**src/rtl/euq_pkg.sv**
```systemverilog
`timescale 1ns / 1ps
`default_nettype none
// ----------------------------------------------------------------------------
// euq_pkg
// Widths, fixed-point constants and the CORDIC arctangent table shared by
// the Euler angle to quaternion converter.
// ----------------------------------------------------------------------------
package euq_pkg;

  localparam int ANGLE_BITS   = 16;
  localparam int QUAT_BITS    = 16;
  localparam int CORDIC_STEPS = 16;
  localparam int FRAC_A       = ANGLE_BITS - 4;
  localparam int FRAC_Q       = QUAT_BITS - 2;

  // CORDIC angle, datapath and sine/cosine widths (30 and 20 fraction bits)
  localparam int ZW  = 34;
  localparam int XW  = 33;
  localparam int SCW = 23;
  localparam int ZSH = 29 - FRAC_A;

  // Triple product and quaternion component widths
  localparam int TW = 64;
  localparam int QW = 33;

  // Norm and divider widths
  localparam int NRMW = 32;
  localparam int QB   = FRAC_Q + 2;
  localparam int NW   = NRMW + FRAC_Q;

  localparam logic signed [ZW-1:0] PI_Q30     = 34'sd3373259426;
  localparam logic signed [ZW-1:0] HALFPI_Q30 = 34'sd1686629713;
  localparam logic signed [ZW-1:0] ATAN1_Q30  = 34'sd843314857;
  localparam logic signed [XW-1:0] GAIN_Q30   = 33'sd652032874;

  typedef logic signed [ANGLE_BITS-1:0] angle_t;
  typedef logic signed [QUAT_BITS-1:0]  quat_t;
  typedef logic signed [SCW-1:0]        sc_t;
  typedef logic signed [QW-1:0]         qc_t;
  typedef logic        [NRMW-1:0]       nrm_t;

  typedef struct packed {
    sc_t cos_v;
    sc_t sin_v;
  } sincos_t;

  typedef logic signed [ZW-1:0] atan_tab_t [CORDIC_STEPS];

  // atan(2^-i) by its series, 60 fraction bits, rounded to 30
  function automatic atan_tab_t atan_table();
    atan_tab_t         tab;
    longint unsigned   acc;
    longint unsigned   term;
    int                i;
    int                n;
    bit                neg;
    for (i = 0; i < CORDIC_STEPS; i++) begin
      if (i == 0) begin
        tab[i] = ATAN1_Q30;
      end else begin
        acc = 64'd0;
        neg = 1'b0;
        for (n = 1; i * n <= 60; n += 2) begin
          term = (64'd1 << (60 - i * n)) / 64'(n);
          acc  = neg ? acc - term : acc + term;
          neg  = !neg;
        end
        tab[i] = ZW'((acc + (64'd1 << 29)) >> 30);
      end
    end
    return tab;
  endfunction

  localparam atan_tab_t ATAN_TAB = atan_table();

endpackage
`default_nettype wire

```
**src/rtl/euq_div.sv**
```systemverilog
`timescale 1ns / 1ps
`default_nettype none
// ----------------------------------------------------------------------------
// euq_div
// One component lane: rounded restoring division of the magnitude by the
// norm, one quotient bit per stage, then sign and saturation. A zero norm
// takes the rounded component instead.
// ----------------------------------------------------------------------------
module euq_div (
  input  wire                    clk,
  input  wire                    rst_n,
  input  wire                    en,
  input  wire                    in_valid,
  input  wire euq_pkg::qc_t      q,
  input  wire euq_pkg::nrm_t     norm,
  output logic                   out_valid,
  output euq_pkg::quat_t         quat
);
  localparam int QW  = euq_pkg::QW;
  localparam int RS  = euq_pkg::NRMW;
  localparam int QB  = euq_pkg::QB;
  localparam int NW  = euq_pkg::NW;
  localparam int ZSW = QW - 30 + euq_pkg::FRAC_Q;
  localparam logic [QB-1:0] LIM = QB'(1) << euq_pkg::FRAC_Q;
  localparam logic signed [ZSW-1:0] LIM_S = ZSW'(LIM);

  // Numerator with half the norm added
  logic [QW-1:0]  mag;
  logic [NW-1:0]  num;
  logic signed [QW-1:0] qz;

  always_comb begin
    mag = q[QW-1] ? QW'(-q) : QW'(q);
    num = (NW'(mag[RS-1:0]) << euq_pkg::FRAC_Q) + NW'(norm >> 1);
    qz  = (q + (QW'(1) <<< (29 - euq_pkg::FRAC_Q))) >>> (30 - euq_pkg::FRAC_Q);
  end

  logic [RS-1:0]  rem_r  [0:QB];
  logic [QB-1:0]  low_r  [0:QB];
  logic [QB-1:0]  quo_r  [0:QB];
  logic [RS-1:0]  den_r  [0:QB];
  logic           neg_r  [0:QB];
  logic [ZSW-1:0] zs_r   [0:QB];
  logic           vl_r   [0:QB];

  always_ff @(posedge clk) begin
    if (!rst_n) begin
      vl_r[0] <= 1'b0;
    end else if (en) begin
      vl_r[0] <= in_valid;
    end
  end

  always_ff @(posedge clk) begin
    if (en) begin
      rem_r[0] <= RS'(num[NW-1:QB]);
      low_r[0] <= num[QB-1:0];
      quo_r[0] <= '0;
      den_r[0] <= norm;
      neg_r[0] <= q[QW-1];
      zs_r[0]  <= qz[ZSW-1:0];
    end
  end

  // One quotient bit per stage, most significant first
  for (genvar j = 0; j < QB; j++) begin : g_quo
    logic [RS:0] t;
    logic        ge;
    assign t  = {rem_r[j], low_r[j][QB-1-j]};
    assign ge = t >= {1'b0, den_r[j]};

    always_ff @(posedge clk) begin
      if (!rst_n) begin
        vl_r[j+1] <= 1'b0;
      end else if (en) begin
        vl_r[j+1] <= vl_r[j];
      end
    end

    always_ff @(posedge clk) begin
      if (en) begin
        rem_r[j+1] <= ge ? RS'(t - {1'b0, den_r[j]}) : t[RS-1:0];
        quo_r[j+1] <= {quo_r[j][QB-2:0], ge};
        low_r[j+1] <= low_r[j];
        den_r[j+1] <= den_r[j];
        neg_r[j+1] <= neg_r[j];
        zs_r[j+1]  <= zs_r[j];
      end
    end
  end

  // Sign, saturate, or take the rounded component on a zero norm
  logic [QB-1:0]        d;
  logic signed [ZSW-1:0] zv;
  euq_pkg::quat_t       res;

  always_comb begin
    d  = (quo_r[QB] > LIM) ? LIM : quo_r[QB];
    zv = $signed(zs_r[QB]);
    if (den_r[QB] == '0) begin
      if (zv > LIM_S) begin
        res = QB'(LIM);
      end else if (zv < -LIM_S) begin
        res = QB'(-LIM_S);
      end else begin
        res = zv[QB-1:0];
      end
    end else begin
      res = neg_r[QB] ? $signed(-d) : $signed(d);
    end
  end

  logic           v_out_r;
  euq_pkg::quat_t quat_r;

  always_ff @(posedge clk) begin
    if (!rst_n) begin
      v_out_r <= 1'b0;
    end else if (en) begin
      v_out_r <= vl_r[QB];
    end
  end

  always_ff @(posedge clk) begin
    if (en) begin
      quat_r <= res;
    end
  end

  assign out_valid = v_out_r;
  assign quat      = quat_r;

endmodule
`default_nettype wire

```
**config.mk**
```make
export PLATFORM = sky130hd
export DESIGN_NAME = euq_div
export DESIGN_NICKNAME = d
export VERILOG_FILES = /design/src/rtl/euq_pkg.sv /design/src/rtl/euq_div.sv
export SDC_FILE = /design/constraint.sdc
export NUM_CORES = 2
export LEC_CHECK = 0
export BUFFER_PORTS_ARGS = -buffer_cell sky130_fd_sc_hd__buf_2
export CORE_MARGIN = 5
export CORE_UTILIZATION = 40
export DETAILED_ROUTE_END_ITERATION = 8
export PLACE_DENSITY_LB_ADDON = 0.2
export SYNTH_ARGS = -nofsm -noshare
export SYNTH_HDL_FRONTEND = slang
export SYNTH_SLANG_ARGS = --single-unit
export TNS_END_PERCENT = 100
```
**constraint.sdc**
```tcl
create_clock -name clk -period 6.1 [get_ports clk]
set_clock_uncertainty 0.1 [all_clocks]
set_input_delay 1.22 -clock clk [delete_from_list [all_inputs] [get_ports clk]]
set_output_delay 1.22 -clock clk [all_outputs]
set_load 0.02 [all_outputs]
```
==> impl_results.md <==
* TritonCTS clock tree: built
* R2R Path Start: rem_r[0][2]
* Number of synthesized register bits at 1533
* Period utilisation layout at 74.37%
* Port Buffers at 85
* WL/cell at 18.98 microns
* Critical path arrival at 4.97 ns
* Seq/Total Area, Yosys at 56.93%
* Initial Util at 40.07%
* Post-synth EDFFs at 1531
* Area Growth Syn to Fin at 11.10%
* RSZ-0062 raised after global routing: no
* Die extent in x at 459.5 microns
* Final Max Tran Viols at 0
* Worst path required time at 6.53 ns
* Slew margin rel. at 19.41%
* Worst-margin pin slew at 1.198 ns
* Register-to-Register Path Depth at 11
* Period minus WS final at around 4.5 ns
* Asr flop ratio synth at 0%
* Total track usage at 17.12%
* First-pass GRT wire length at ~290 mm
* # rows at between 150 and 200
* IO Count at 86
* Clock latency on the worst-skew pair at 0.79 ns
* Via Count at ~51000
* Net count, final at 7521
* Htree depth at 4
* Die height at 459.5 microns
* # hold bufs at CTS at 0
* Pre-CTS WS at approximately 0.94 ns
* Drc violations at 0
* CTS clk-pin slew, worst paths at 0.06 ns
* FMAX at 220.4 MHz
* Dominant register cell in the synthesized netlist: edfxtp_1
* Worst-case clock buffer depth at 3
* Worst reg2reg setup slack at 1.56 ns
* Avg Cell Area, Syn at 11.93 sq um
* WHS Path Cells at 0
* Filler cell count at about 18000
* Final setup TNS at 0 ns
* Dpl hpwl at approximately 140 mm
* Largest net degree at the start of global routing at 184
* Max IR drop VDD at 0.2893 mV
* Final setup vio count at 0
* Via density at 5.271
* Hold/Removal Path Class: flip-flop to flip-flop
* Area share of the largest cell type after synthesis at 56.88%
* Nature of the critical path endpoint: flip-flop
* Die Area at 211200 sq um
* Outcome: finished clean
* Detail Route Antenna Nets at 0
* Fin worst setup slack at between 1.5 and 2 ns
* Final GP Congestion at 0.8930
* Most frequent cells after synthesis: edfxtp_1, inv_1, ha_1
* Num CTS Buffers at 165
* Core Box Area at approximately 200000 sq um
* DRT iter0 DRCs at 3718
* Ys Warns at 0
* Static leakage at 0.03570 uW
* Initial antenna violation count at 5
* Hold path endpoint: quo_r[0][229]
* Leading area contributor after synthesis: edfxtp_1
* WL final at 184.3 mm
* CTS resizes at 0
* Clock sink count at 1533
* Synth top area cells: edfxtp_1, ha_1, xnor2_1
* FF-to-FF End: rem_r[0][34]
* First-pass detailed-route iteration total at 5
* Pwr/cell area at 488.6 nW/um^2
* Number of setup buffers added after CTS at 0
* CTS root buffer: clkbuf_16
* Share of layout cells above drive strength 1 at 8.947%
* Most common cell in the netlist: edfxtp_1
* Hold Path Origin: quo_r[0][212]
* Grt ovf at 0
* Post-Syn Instances at 6775
* Yosys cell types at between 90 and 100
* Max-cap check violation count at 0
* Synth Net Count at 7392
* Crit path from: rem_r[0][2]
* CP Launch Type: flip-flop
* Post-synthesis cell area at roughly 81000 sq um
* Fin. Hold Viols at 0
* Max Fanout on Critical Path at 32
* Crit Path Class: flip-flop to flip-flop
* Vias in the first global route at 50866
area by class of cell:
cell class / count / area (sq um) / share of cell area, %
diodes: 5 / 12.51 / 0.01393
clock buffers: 191 / 4269 / 4.754
flip-flops and latches: 1533 / 46010 / 51.24
repair buffers: 123 / 850.8 / 0.9474
well taps: 2672 / 3343 / 3.723
clock inverters: 102 / 1135 / 1.264
multi-input cells: 4444 / 31790 / 35.40
inverters: 637 / 2391 / 2.663
critical path, stage by stage, from the launching register on:
cell	delay, ns
edfxtp_1	0.43
ha_1	0.40
a211o_1	0.32
o211ai_1	0.15
and4b_1	0.30
o21ai_1	0.15
a311oi_1	0.49
nand2_1	0.10
o211ai_1	0.22
o21ai_1	0.21
o21ai_4	0.92
mux2_2	0.44
power breakdown:
| group | leakage (uW) | internal [uW] | switching [uW] |
|---|---|---|---|
| combinational | 0.0181 | 7810 | 9970 |
| clock | 0.00261 | 5690 | 4200 |
| sequential | 0.0150 | 14800 | 1360 |
| total | 0.0357 | 28300 | 15500 |
cell families (layout without fill, tap and decap cells):
| logic type | Yosys count | in the layout | synth area share, % |
|---|---|---|---|
| flops | 1533 | 1533 | 56.93 |
| other cells | 0 | 5 | 0 |
| simple gates | 1498 | 1498 | 8.983 |
| mux | 215 | 215 | 3.090 |
| xor+xnor | 473 | 473 | 5.125 |
| fa+ha+maj | 548 | 548 | 8.631 |
| compound gates | 1710 | 1710 | 13.40 |
| buf+inv | 798 | 1053 | 3.847 |
layer usage:
metal	global-route usage (%)	share of wire [%]	wire length [microns]	vias up
met2	30.05	50	91590	920
li1	-	-	-	25313
met1	21.34	43	78520	24612
met5	0	0.087	161	-
met3	2.531	3.7	6817	313
met4	6.536	3.9	7176	4
sequential cells by signal (all words and copies together), names as in the netlist, 3 cells and up:
register  count
rem_r       510
vl_r         17
neg_r        17
zs_r        289
den_r       544
low_r         3
quat         16
quo_r       136
per-stage QoR:
stage | total power, uW | hold WS, ns | cell area, sq um | std cells | utilization (%)
after global placement | 33940 | 0.3004 | 84380 | 9409 | 41.84
after CTS | 44250 | 0.2967 | 89790 | 9702 | 44.52
after floorplan | 29460 | 0.3003 | 80830 | 6775 | -
after detailed placement | 34120 | 0.3045 | 84380 | 9409 | 41.84
final | 43880 | 0.2928 | 89800 | 9707 | 44.52
after global routing | 46860 | 0.3047 | 89790 | 9703 | 44.52
placed cells by master (no fill, tap or decap), drive strengths merged, types with 17 or more instances in the layout:
cell / count
nand4: 94
a21o: 250
a211oi: 43
or3: 25
nand2b: 72
o31ai: 50
mux2i: 20
edfxtp: 1531
nor4: 39
xor2: 188
nor3: 73
a211o: 17
o21bai: 58
clkbuf: 191
nor2b: 82
a31oi: 49
a21boi: 26
ha: 532
xnor2: 285
buf: 123
nand3: 106
o21a: 76
o211ai: 35
o31a: 19
o41ai: 19
and3: 77
clkinv: 76
mux2: 195
or2: 17
inv: 639
nor2: 341
and2: 26
a21oi: 494
o21ai: 431
nand2: 486
worst max-delay path by stage:
stage	endpoint	slack, ns
after floorplan	rem_r[0][25]	1.07
after global placement	rem_r[0][25]	0.87
after CTS	rem_r[0][34]	1.57
final	rem_r[0][34]	1.56
after global routing	rem_r[0][34]	1.24
after detailed placement	rem_r[0][25]	0.94
Power figures use the tool's default switching activity.
